$ cat config.mk
export PLATFORM = sky130hd
export DESIGN_NAME = gain_scheduled_turn_controller_unit
export DESIGN_NICKNAME = d
export VERILOG_FILES = /design/src/rtl/gstc_pkg.sv /design/src/rtl/gstc_mul.sv /design/src/rtl/gstc_settle.sv /design/src/rtl/gain_scheduled_turn_controller_unit.sv
export SDC_FILE = /design/constraint.sdc
export NUM_CORES = 1
export LEC_CHECK = 0
export BUFFER_PORTS_ARGS = -buffer_cell sky130_fd_sc_hd__buf_4
export CAP_MARGIN = 10
export CORE_MARGIN = 3
export CORE_UTILIZATION = 55
export CTS_BUF_LIST = sky130_fd_sc_hd__clkbuf_16
export DETAILED_ROUTE_END_ITERATION = 6
export GPL_TIMING_DRIVEN = 1
export PLACE_DENSITY = 0.7
export SETUP_SLACK_MARGIN = 0.2
export SLEW_MARGIN = 20
export SYNTH_ARGS = -nofsm -noshare
export SYNTH_HDL_FRONTEND = slang
export SYNTH_SLANG_ARGS = --single-unit
$ cat constraint.sdc
create_clock -name clk_i -period 11.3 [get_ports clk_i]
set_clock_uncertainty 0.2 [all_clocks]
set_input_delay 2.26 -clock clk_i [delete_from_list [all_inputs] [get_ports clk_i]]
set_output_delay 2.26 -clock clk_i [all_outputs]
set_load 0.01 [all_outputs]
$ cat src/rtl/gstc_pkg.sv
// ----------------------------------------------------------------------------
// gstc_pkg: shared types and constants for the turn controller
// Register indexes, gain tables, band limits and the settle-timer control.
// ----------------------------------------------------------------------------
package gstc_pkg;

  localparam int unsigned ErrW   = 18;  // target - (heading - origin)
  localparam int unsigned MagW   = 17;  // |error|
  localparam int unsigned GainW  = 9;   // Q8.8, up to 1.0
  localparam int unsigned OpAW   = 20;  // shared multiplier operand A
  localparam int unsigned ProdW  = OpAW + GainW;
  localparam int unsigned LimW   = 14;  // max_speed * 100 <= 12700

  // configuration register indexes
  localparam logic [1:0] CfgTargetTurn = 2'd0;
  localparam logic [1:0] CfgMaxSpeed   = 2'd1;
  localparam logic [1:0] CfgFastMode   = 2'd2;

  // Q8.8 gains
  localparam logic [GainW-1:0] G014 = 9'd36;
  localparam logic [GainW-1:0] G030 = 9'd77;
  localparam logic [GainW-1:0] G040 = 9'd102;
  localparam logic [GainW-1:0] G060 = 9'd154;
  localparam logic [GainW-1:0] G070 = 9'd179;
  localparam logic [GainW-1:0] G080 = 9'd205;
  localparam logic [GainW-1:0] G100 = 9'd256;

  // band edges and speed offsets, centidegrees / centipercent
  localparam logic [15:0]     BandSmall = 16'd6000;
  localparam logic [15:0]     BandMid   = 16'd11000;
  localparam logic [MagW-1:0] ErrHigh   = 17'd5000;
  localparam logic [MagW-1:0] ErrMid    = 17'd3000;
  localparam logic [MagW-1:0] ErrNear   = 17'd100;
  localparam logic [MagW-1:0] OffHigh   = 17'd4500;
  localparam logic [MagW-1:0] OffMid    = 17'd1600;
  localparam logic [OpAW-1:0] KiBias    = 20'd51200;  // 200 in Q8.8
  localparam logic [7:0]      SettleMs  = 8'd50;

  typedef struct packed {
    logic [GainW-1:0] kp;
    logic [GainW-1:0] ki;
  } gstc_gain_t;

  typedef struct packed {
    logic upd;    // tick is being retired
    logic start;  // start beat
    logic near;   // |error| under one degree
  } gstc_settle_ctrl_t;

  function automatic gstc_gain_t gain_sel(input logic [15:0] abs_t, input logic fast);
    gstc_gain_t g;
    if (abs_t < BandSmall) begin
      g.kp = fast ? G070 : G060;
      g.ki = fast ? G060 : G030;
    end else if (abs_t < BandMid) begin
      g.kp = fast ? G070 : G014;
      g.ki = fast ? G040 : G100;
    end else begin
      g.kp = fast ? G080 : G070;
      g.ki = fast ? G080 : G060;
    end
    return g;
  endfunction

endpackage

$ cat src/rtl/gstc_mul.sv
// ----------------------------------------------------------------------------
// gstc_mul: shared multiplier
// One unsigned multiply per issue, product registered for the next step.
// ----------------------------------------------------------------------------
module gstc_mul (
  input  logic                           clk_i,
  input  logic                           issue_i,
  input  logic [gstc_pkg::OpAW-1:0]      a_i,
  input  logic [gstc_pkg::GainW-1:0]     b_i,
  output logic [gstc_pkg::ProdW-1:0]     prod_o
);

  logic [gstc_pkg::ProdW-1:0] prod_q, prod_d;

  always_comb begin
    prod_d = prod_q;
    if (issue_i) begin
      prod_d = gstc_pkg::ProdW'(a_i) * gstc_pkg::ProdW'(b_i);
    end
  end

  always_ff @(posedge clk_i) begin
    prod_q <= prod_d;
  end

  assign prod_o = prod_q;

endmodule

$ cat src/rtl/gstc_settle.sv
// ----------------------------------------------------------------------------
// gstc_settle: settle timer and settled flag
// Accumulates elapsed ms while the error is small; freezes once settled.
// ----------------------------------------------------------------------------
module gstc_settle (
  input  logic                        clk_i,
  input  logic                        rst_ni,
  input  gstc_pkg::gstc_settle_ctrl_t ctrl_i,
  input  logic [7:0]                  elapsed_i,
  output logic                        was_done_o,
  output logic                        done_next_o
);

  logic [7:0] settle_q, settle_d;
  logic       done_q, done_d;
  logic [7:0] base_settle;
  logic       base_done;
  logic [7:0] el;
  logic [8:0] sum;

  always_comb begin
    base_settle = ctrl_i.start ? 8'd0 : settle_q;
    base_done   = ctrl_i.start ? 1'b0 : done_q;
    el          = ctrl_i.start ? 8'd0 : elapsed_i;
    sum         = {1'b0, base_settle} + {1'b0, el};
    settle_d    = base_settle;
    done_d      = base_done;
    if (!base_done) begin
      if (ctrl_i.near) begin
        settle_d = sum[8] ? 8'hFF : sum[7:0];
        done_d   = settle_d > gstc_pkg::SettleMs;
      end else begin
        settle_d = 8'd0;
      end
    end
  end

  always_ff @(posedge clk_i or negedge rst_ni) begin
    if (!rst_ni) begin
      settle_q <= 8'd0;
      done_q   <= 1'b0;
    end else if (ctrl_i.upd) begin
      settle_q <= settle_d;
      done_q   <= done_d;
    end
  end

  assign was_done_o  = base_done;
  assign done_next_o = done_d;

  // settled only clears on a start beat
  a_done_clear: assert property (@(posedge clk_i) disable iff (!rst_ni)
    $fell(done_q) |-> $past(ctrl_i.upd && ctrl_i.start))
    else $error("settled flag cleared without start");

  // once settled, the timer holds until the next start
  a_timer_frozen: assert property (@(posedge clk_i) disable iff (!rst_ni)
    (ctrl_i.upd && done_q && !ctrl_i.start) |=> $stable(settle_q))
    else $error("settle timer moved after settling");

endmodule

$ cat src/rtl/gain_scheduled_turn_controller_unit.sv
// ----------------------------------------------------------------------------
// gain_scheduled_turn_controller_unit: gain-scheduled turn-in-place regulator
// One tick in (heading, elapsed ms, start), one result out (drive speed,
// remaining error, settled). Registers target_turn, max_speed, fast_mode.
//
// Usage:
//  - Input channel in_valid_i/in_stall_o; a beat moves when valid and not
//    stall. Output channel out_valid_o/out_stall_i, same rule.
//  - Config: cfg_we_i writes cfg_data_i to register cfg_idx_i (0 target,
//    1 max speed, 2 fast mode). Write only while idle.
//  - Each tick runs these steps from accept to result: err calc together with
//    the speed limit multiply, KP multiply, KI multiply, then clamp and
//    retire. All three products go through one shared multiplier, so a new
//    tick is accepted only once the last has retired and returned to idle;
//    in_stall_o is high while a tick is in flight.
//  - The result sits in an output register; a new tick is accepted while it
//    waits, but that tick cannot retire until the result is taken.
//  - Reset clears origin, settle timer and settled flag; target 0, max 100,
//    fast mode off. A stalled result holds its values.
// ----------------------------------------------------------------------------
module gain_scheduled_turn_controller_unit (
  input  logic               clk_i,
  input  logic               rst_ni,
  input  logic               cfg_we_i,
  input  logic [1:0]         cfg_idx_i,
  input  logic [15:0]        cfg_data_i,
  input  logic               in_valid_i,
  output logic               in_stall_o,
  input  logic               start_new_i,
  input  logic [15:0]        heading_i,
  input  logic [7:0]         elapsed_ms_i,
  output logic               out_valid_o,
  input  logic               out_stall_i,
  output logic signed [14:0] drive_speed_o,
  output logic signed [16:0] remaining_error_o,
  output logic               settled_o
);

  typedef enum logic [4:0] {
    S_IDLE = 5'b00001,
    S_ERR  = 5'b00010,
    S_KP   = 5'b00100,
    S_KI   = 5'b01000,
    S_FIN  = 5'b10000
  } state_e;

  state_e state_q, state_d;

  // config
  logic signed [15:0] target_q;
  logic [6:0]         max_speed_q;
  logic               fast_q;

  // tick state
  logic [15:0] origin_q;
  logic [15:0] heading_q;
  logic [7:0]  elapsed_q;
  logic        start_q;

  // datapath
  logic signed [gstc_pkg::ErrW-1:0] err_q, err_d;
  logic [gstc_pkg::MagW-1:0]        e_q, e_d;
  logic [gstc_pkg::LimW-1:0]        lim_q;
  logic [gstc_pkg::MagW-1:0]        hi_q, hi_d;
  logic                             big_q;

  logic                             in_acc, out_free, retire;
  logic [15:0]                      abs_t;
  gstc_pkg::gstc_gain_t             gain;
  logic                             mul_issue;
  logic [gstc_pkg::OpAW-1:0]        mul_a;
  logic [gstc_pkg::GainW-1:0]       mul_b;
  logic [gstc_pkg::ProdW-1:0]       prod;
  logic [24:0]                      hi_sum;
  logic [27:0]                      lo_sum;
  logic [gstc_pkg::MagW-1:0]        mag_raw;
  logic [gstc_pkg::LimW-1:0]        mag;
  logic [14:0]                      speed;
  logic [16:0]                      rep;
  logic                             was_done, done_next;
  gstc_pkg::gstc_settle_ctrl_t      sctrl;

  logic               out_valid_q;
  logic [14:0]        drive_q;
  logic [16:0]        rem_q;
  logic               settled_q;

  assign in_acc   = in_valid_i && !in_stall_o;
  assign out_free = !out_valid_q || !out_stall_i;
  assign retire   = (state_q == S_FIN) && out_free;
  assign in_stall_o = (state_q != S_IDLE);

  // config registers
  always_ff @(posedge clk_i or negedge rst_ni) begin
    if (!rst_ni) begin
      target_q    <= 16'sd0;
      max_speed_q <= 7'd100;
      fast_q      <= 1'b0;
    end else if (cfg_we_i) begin
      case (cfg_idx_i)
        gstc_pkg::CfgTargetTurn: target_q    <= cfg_data_i;
        gstc_pkg::CfgMaxSpeed:   max_speed_q <= cfg_data_i[6:0];
        gstc_pkg::CfgFastMode:   fast_q      <= cfg_data_i[0];
        default: ;
      endcase
    end
  end

  always_comb begin
    state_d = state_q;
    case (state_q)
      S_IDLE:  if (in_acc) state_d = S_ERR;
      S_ERR:   state_d = S_KP;
      S_KP:    state_d = S_KI;
      S_KI:    state_d = S_FIN;
      S_FIN:   if (out_free) state_d = S_IDLE;
      default: state_d = S_IDLE;
    endcase
  end

  always_ff @(posedge clk_i or negedge rst_ni) begin
    if (!rst_ni) begin
      state_q  <= S_IDLE;
      origin_q <= 16'd0;
    end else begin
      state_q <= state_d;
      if (in_acc && start_new_i) begin
        origin_q <= heading_i;
      end
    end
  end

  always_ff @(posedge clk_i) begin
    if (in_acc) begin
      heading_q <= heading_i;
      elapsed_q <= elapsed_ms_i;
      start_q   <= start_new_i;
    end
  end

  // error: origin already updated for a start beat
  always_comb begin
    err_d = gstc_pkg::ErrW'(target_q)
          - (gstc_pkg::ErrW'({1'b0, heading_q}) - gstc_pkg::ErrW'({1'b0, origin_q}));
    e_d   = err_d[gstc_pkg::ErrW-1] ? gstc_pkg::MagW'(-err_d) : gstc_pkg::MagW'(err_d);
  end

  assign abs_t = target_q[15] ? 16'(-target_q) : 16'(target_q);
  assign gain  = gstc_pkg::gain_sel(abs_t, fast_q);

  // shared multiplier operand select
  always_comb begin
    mul_issue = 1'b0;
    mul_a     = '0;
    mul_b     = '0;
    case (state_q)
      S_ERR: begin
        mul_issue = 1'b1;
        mul_a     = gstc_pkg::OpAW'(max_speed_q);
        mul_b     = 9'd100;
      end
      S_KP: begin
        mul_issue = 1'b1;
        mul_a     = gstc_pkg::OpAW'(e_q);
        mul_b     = gain.kp;
      end
      S_KI: begin
        // only meaningful when |err| <= 3000, where e*kp fits 20 bits
        mul_issue = 1'b1;
        mul_a     = prod[gstc_pkg::OpAW-1:0] + gstc_pkg::KiBias;
        mul_b     = gain.ki;
      end
      default: ;
    endcase
  end

  gstc_mul u_mul (
    .clk_i   (clk_i),
    .issue_i (mul_issue),
    .a_i     (mul_a),
    .b_i     (mul_b),
    .prod_o  (prod)
  );

  always_comb begin
    hi_sum = prod[24:0] + 25'd128;
    hi_d   = gstc_pkg::MagW'(hi_sum[24:8])
           + ((e_q > gstc_pkg::ErrHigh) ? gstc_pkg::OffHigh : gstc_pkg::OffMid);
    lo_sum = prod[27:0] + 28'd32768;
    mag_raw = big_q ? hi_q : gstc_pkg::MagW'(lo_sum[27:16]);
    mag     = (mag_raw < gstc_pkg::MagW'(lim_q)) ? mag_raw[gstc_pkg::LimW-1:0] : lim_q;
    speed   = err_q[gstc_pkg::ErrW-1] ? 15'(-{1'b0, mag}) : {1'b0, mag};
    case (err_q[gstc_pkg::ErrW-1:gstc_pkg::ErrW-2])
      2'b01:   rep = 17'h0FFFF;
      2'b10:   rep = 17'h10000;
      default: rep = err_q[16:0];
    endcase
  end

  always_ff @(posedge clk_i) begin
    case (state_q)
      S_ERR: begin
        err_q <= err_d;
        e_q   <= e_d;
      end
      S_KP: begin
        lim_q <= prod[gstc_pkg::LimW-1:0];
        big_q <= e_q > gstc_pkg::ErrMid;
      end
      S_KI: hi_q <= hi_d;
      default: ;
    endcase
  end

  assign sctrl.upd   = retire;
  assign sctrl.start = start_q;
  assign sctrl.near  = e_q < gstc_pkg::ErrNear;

  gstc_settle u_settle (
    .clk_i       (clk_i),
    .rst_ni      (rst_ni),
    .ctrl_i      (sctrl),
    .elapsed_i   (elapsed_q),
    .was_done_o  (was_done),
    .done_next_o (done_next)
  );

  // output register
  always_ff @(posedge clk_i or negedge rst_ni) begin
    if (!rst_ni) begin
      out_valid_q <= 1'b0;
    end else if (retire) begin
      out_valid_q <= 1'b1;
    end else if (!out_stall_i) begin
      out_valid_q <= 1'b0;
    end
  end

  always_ff @(posedge clk_i) begin
    if (retire) begin
      drive_q   <= was_done ? 15'd0 : speed;
      rem_q     <= rep;
      settled_q <= done_next;
    end
  end

  assign out_valid_o       = out_valid_q;
  assign drive_speed_o     = drive_q;
  assign remaining_error_o = rem_q;
  assign settled_o         = settled_q;

  a_busy_after_accept: assert property (@(posedge clk_i) disable iff (!rst_ni)
    in_acc |=> (state_q == S_ERR))
    else $error("tick accepted but sequencer did not start");

  a_speed_limit: assert property (@(posedge clk_i) disable iff (!rst_ni)
    out_valid_o |-> (drive_speed_o <= $signed({1'b0, lim_q}))
                 && (drive_speed_o >= -$signed({1'b0, lim_q})))
    else $error("drive speed beyond limit");

  a_speed_sign: assert property (@(posedge clk_i) disable iff (!rst_ni)
    (out_valid_o && remaining_error_o < 0) |-> (drive_speed_o <= 0))
    else $error("drive speed sign disagrees with error");

endmodule
* Yosys cells after proc, flatten, opt, wreduce, memory -nomap -nowiden
Cells that the tools add are included.
** Operators by class
- $add $sub $neg :: 10
- $mul :: 1
- Order comparisons :: 7
- Equality and inequality tests :: 13
- Mux-type cells :: 31
- Bitwise gates (word level) :: 1
- Reductions and logical operators :: 14
** Operator list (count)
- 17-bit two-way mux :: 4
- 20-bit case mux with 3 select lines :: 1
- 8-bit two-way mux :: 7
- 17-bit case mux with 2 select lines :: 1
- 28-bit by 16-bit adder with 28-bit output (second input constant) :: 1
- 20-bit by 9-bit multiplier with 28-bit output :: 1
- 14-bit two-way mux :: 2
- 9-bit case mux with 3 select lines :: 1
- 25-bit by 8-bit adder with 25-bit output (second input constant) :: 1
- 5-bit case mux with 5 select lines :: 1
- 20-bit by 16-bit adder with 20-bit output (second input constant) :: 1
- 16-bit by 17-bit subtractor with 18-bit output :: 1
- 17-bit by 13-bit adder with 17-bit output :: 1
- 17-bit by 12-bit > comparator with 1-bit output (second input constant) :: 1
- 17-bit by 13-bit > comparator with 1-bit output (second input constant) :: 1
- 17-bit by 14-bit < comparator with 1-bit output :: 1
- 17-bit by 7-bit < comparator with 1-bit output (second input constant) :: 1
- 17-bit negator :: 1
- 16-bit by 16-bit subtractor with 17-bit output :: 1
- 16-bit by 13-bit < comparator with 1-bit output (second input constant) :: 1
- 16-bit by 14-bit < comparator with 1-bit output (second input constant) :: 1
- 16-bit two-way mux :: 1
- 16-bit negator :: 1
- 14-bit negator with 15-bit output :: 1
- other kinds (26) :: 43
** Word-level totals
- Register bits :: 208
- Output and inout bits :: 35

* Logic depth before layout (Yosys ltp)
- Word-level depth :: 7
- Depth in mapped cells :: 31
- Mapped depth without buffers :: 30

* By module
Synthesis repeated with hierarchy kept, for this count alone.
** Second synthesis, totals
- Cell total of the unflattened synthesis :: 1817
- Area total of the unflattened synthesis :: 17959.7 um^2
** Modules (own cells, without submodules)
- gain_scheduled_turn_controller_unit :: instances 1, cells each 1013, area an instance 10602.7 um^2, seq. area each 4879.7 um^2
- gstc_mul :: instances 1, cells each 704, area an instance 6512.5 um^2, seq. area each 870.8 um^2
- gstc_settle :: instances 1, cells each 100, area an instance 844.6 um^2, seq. area each 225.2 um^2

* Least setup slack after synthesis
OpenSTA, ideal clock, no wires.
- Kind :: register to register
- Start point :: register state_q[2]
- End point :: register u_mul.prod_q, in the netlist u_mul.prod_o[27] (data pin)
- Setup time :: 260 ps
- Arrival time :: 6570 ps
- Data required time :: 10840 ps
- Path slack :: 4270 ps
- Cell stages (with the launch flop) :: 21
- Period minus slack after synthesis :: 7030 ps
- Path through :: dfrtp_1 > nor3_1 > and3b_1 > clkbuf_1 > a222oi_1 > or2_2 > fa_1 > fa_1 > inv_1 > fa_1 > fa_1 > ha_1 > o21ai_0 > nand2_1 > nand2_1 > o21ai_0 > nand2_1 > o41ai_1 > or4_1 > a41oi_1 > xnor2_1
** On the way
- Cells in the longest elaborated chain, start to end :: 3
** RTL lines
- start: declaration :: RTL line gain_scheduled_turn_controller_unit.sv:47 : state_e state_q, state_d;
- start signal: assignment :: RTL line gain_scheduled_turn_controller_unit.sv:126 : state_q <= state_d;
- 5-bit by 4-bit equality test with 1-bit output, or another cell as far along :: RTL line gain_scheduled_turn_controller_unit.sv:156 : case (state_q)
- 20-bit case mux with 3 select lines or 9-bit case mux with 3 select lines (tied branches) :: RTL line gain_scheduled_turn_controller_unit.sv:156
- 20-bit by 9-bit multiplier with 28-bit output (*) :: RTL line gstc_mul.sv:18 : prod_d = gstc_pkg::ProdW'(a_i) * gstc_pkg::ProdW'(b_i);
- end signal: assignment :: RTL line gstc_mul.sv:23 : prod_q <= prod_d;
- end: declaration :: RTL line gstc_mul.sv:13 : logic [gstc_pkg::ProdW-1:0] prod_q, prod_d;
Every way passes the cells marked *; elsewhere a longest branch is shown, timed or not.
A chain may end at the register's enable or synchronous reset.

* Worst setup path after layout
- Start point :: register target_q[1]
- End point :: register u_mul.prod_q, in the netlist u_mul.prod_o[27] (data pin)
** On the way
- Cells in the longest elaborated chain, start to end :: 7
** RTL lines
- start: declaration :: RTL line gain_scheduled_turn_controller_unit.sv:50 : logic signed [15:0] target_q;
- start signal: assignment :: RTL line gain_scheduled_turn_controller_unit.sv:101 : gstc_pkg::CfgTargetTurn: target_q <= cfg_data_i;
- 16-bit negator :: RTL line gain_scheduled_turn_controller_unit.sv:148 : assign abs_t = target_q[15] ? 16'(-target_q) : 16'(target_q);
- 16-bit two-way mux (*) :: RTL line gain_scheduled_turn_controller_unit.sv:148
- 16-bit by 14-bit < comparator with 1-bit output :: RTL line gstc_pkg.sv:55 : end else if (abs_t < BandMid) begin
- 17-bit two-way mux :: RTL line gstc_pkg.sv:55
- 17-bit two-way mux (*) :: RTL line gstc_pkg.sv:52 : if (abs_t < BandSmall) begin
- 9-bit case mux with 3 select lines (*) :: RTL line gain_scheduled_turn_controller_unit.sv:156
- 20-bit by 9-bit multiplier with 28-bit output (*) :: RTL line gstc_mul.sv:18
Marked as above.

==> flow_summary_export.csv <==
group,metric,value,unit
layout,num_antenna_cells,0,
floorplanning,die-area,34100,um^2
layout,nNetsFinal,2160,
setup_path,cp_max_fo,13,
route,wl_met2,18300,um
floorplanning,rows,64,
clock_network,post_cts_resized,0,
pwr,powerDensity,241,nW/um^2
synthesis,syn_avg_cell_area,9.82,um^2
route,avgRoutedWirePerCell,17.9,um
clock_network,post_cts.repair.setup_buffers,0,
pwr,ir_drop,0.219,mV
floorplanning,pin_count,83,
placed_design,pre_cts_slack,3.39,ns
placed_design,hpwl,32300,um
clock_network,cts_buffers,24,
sta,setup_viol,0,
setup_path,endpoint_kind,"flop",
placed_design,io_buffer_count,82,
sta,finalWorstPathRequiredPeriod,8.03,ns
route,m1WireLength,18500,um
sta,maxSlewHeadroom,29.8,%
layout,register_area,5950,um^2
synthesis,async_flop_share,26.6,%
setup_path,crit_arrival,8.10,ns
sta,hold_violations,0,
setup_path,crit_path_start_kind,"flop",
outcome,status,"complete, no violations",
layout,final_common_cell,"inv_1",
setup_path,slowest_stage,"fa_1",
synthesis,yosys_warnings,0,
grt,grt_overflow_total,0,
sta,tightest_slew,1.05,ns
synthesis,ys_seq_area_share,33.9,%
sta,drv_slew,0,
layout,multi_input_area,10500,um^2
layout,drive_above_1_share,11.8,%
clock_network,max-clock-path-buffers,3,
clock_network,cts-root-buf,"clkbuf_16",
route,via_per_inst,5.70,
setup_path,worstPathRequired,11.37,ns
sta,min_period_over_period,71.1,%
placed_design,gp_congestion,0.906,
sta,setup_slack,3.27,ns
floorplanning,die_w,185,um
grt,grt_pass1_vias,13100,
setup_path,slowest_delay,0.57,ns
sta,timing.hold.ws,0.254,ns
route,drt_drc_violations_left,0,
synthesis,ys_types,76,
grt,grt.total_usage,24.6,%
floorplanning,fp.coreArea,31000,um^2
synthesis,netlist_instances,1787,
synthesis,synthFlopType,"edfxtp_1",
sta,setup_tns,0,ns
grt,grt_pass1_wl,67000,um
clock_network,cts.clk_slew.worst_paths,0.06,ns
route,drt_first_pass_iters,6,
setup_path,path_common_cell,"fa_1",
synthesis,synth-seq-cells,207,
route,dr_wl_met3,2890,um
route,topRoutingLayerUsed,"met4",
setup_path,reg2reg_slack,3.27,ns
route,vias,12900,
pwr,leakage,8.70,nW
clock_network,htreeDepth,1,
grt,grt_max_degree,56,
clock_network,insertion_delay,0.53,ns
route,drt.antenna.violating_nets,0,
route,wirelength,40700,um
clock_network,clkSinkCount,207,
hold_path,min_path_type,"reg2reg",
layout,layout_common_cells,"inv_1 (238), nor2_1 (176), nand2_1 (173)",
route,drt_iter0_markers,844,
floorplanning,start_util,56.6,%
setup_path,critPathKind,"reg2reg",
grt,antenna_found_initial,0,
synthesis,synth-edff-count,152,
clock_network,hold_buffers,0,
synthesis,syn_nets,2088,
flow_run,maxCapViolCount,0,
sta,rsz0062_at_grt,"no",
sta,fmax,124,MHz
layout,fillers,2527,
clock_network,cts_tree,"done",
layout,syn2layout_area_growth,10.8,%
floorplanning,die_h,185,um
synthesis,synth_area,17500,um^2
worst max-delay path, delay by kind of cell (launching register included):
family | cells | cell delay, ns
flip-flops | 1 | 0.41
AND/OR/NAND/NOR | 8 | 1.41
buffers and inverters | 4 | 0.58
XOR/XNOR | 1 | 0.16
AO/OA/AOI/OAI | 9 | 2.41
adder cells (fa/ha/maj) | 6 | 2.59
metal layers:
| layer | vias to the layer above | global-route usage, % |
|---|---|---|
| li1 | 6207 | - |
| met1 | 6253 | 34.5 |
| met2 | 416 | 39.1 |
| met3 | 70 | 5.17 |
| met4 | 0 | 6.60 |
| met5 | - | 0 |
cells in the mapped netlist, types with 8 or more instances:
library cell	number	area, um^2
mux2_2	45	507
a211oi_1	11	82.6
ha_1	124	1550
o21ai_0	56	280
edfxtp_1	152	4560
fa_1	129	2580
a31oi_1	15	93.8
nand2b_1	38	238
clkbuf_1	38	143
inv_1	234	878
xnor2_1	82	718
nand3b_1	8	60.1
o21ai_1	10	50.1
nand4_1	8	50.1
and2_1	19	119
nor2b_1	33	206
or2_2	10	62.6
xor2_1	40	350
nor4_1	10	62.6
nor2_1	177	664
a21oi_1	57	285
nor3_1	31	155
buf_2	10	50.1
mux2i_1	10	100
dfrtp_1	51	1280
o31ai_1	14	105
and3_1	8	50.1
a22oi_1	10	75.1
o21a_1	10	75.1
nand3_1	30	150
nand2_1	173	649
a21o_1	22	165
logic make-up after synthesis:
kind of cell             Yosys count  share of synthesized area (%)
buffers and inverters            288                           6.23
AO/OA/AOI/OAI                    284                           11.1
flip-flops                       207                           33.9
multiplexers                      56                           3.59
XOR/XNOR                         122                           6.09
AND/OR/NAND/NOR                  577                           15.5
adder cells (fa/ha/maj)          253                           23.6
path summary, 6_finish.rpt:
path	from	cells past startpoint	end
worst max-delay path	target_q[1]	28	u_mul.prod_o[27]
worst min-delay path	u_mul.prod_o[6]	0	lim_q[6]
worst max register to register	target_q[1]	28	u_mul.prod_o[27]
worst min register to register	u_mul.prod_o[6]	0	lim_q[6]
max in group asynchronous	rst_ni	1	target_q[2]
min in group asynchronous	rst_ni	1	max_speed_q[1]
sequential cells by signal, indices dropped and copies added (netlist names):
name               cells
e_q                   16
origin_q              16
remaining_error_o     17
heading_q             16
target_q              16
hi_q                  17
u_mul.prod_o          28
u_settle.done_q        1
start_q                1
drive_speed_o         15
max_speed_q            7
err_q                 18
elapsed_q              8
settled_o              1
out_valid_o            1
lim_q                 14
big_q                  1
fast_q                 1
state_q                5
u_settle.settle_q      8
stage by stage:
step	instances	power [mW]	instance area (um^2)	util, %
6_report	2273	4.69	19500	62.8
5_1_grt	2273	5.02	19500	62.8
4_1_cts	2273	4.68	19500	62.8
3_5_place_dp	2229	3.85	18600	60.0
3_3_place_gp	2229	3.78	18600	60.0
2_1_floorplan	1787	3.24	17500	-
power breakdown:
group	switching [mW]	total [mW]	internal, mW
registers	0.151	1.36	1.21
logic	1.51	2.51	1.00
clock network	0.310	0.815	0.504
total	1.97	4.69	2.72
final cells by class:
cell class	count	area share, %
clock inverters	20	1.24
repair buffers	100	3.86
inverters	234	4.52
flip-flops and latches	207	30.6
multi-input cells	1292	54.2
well taps	396	2.55
clock buffers	24	3.09
(Power assumes the default switching activity.)
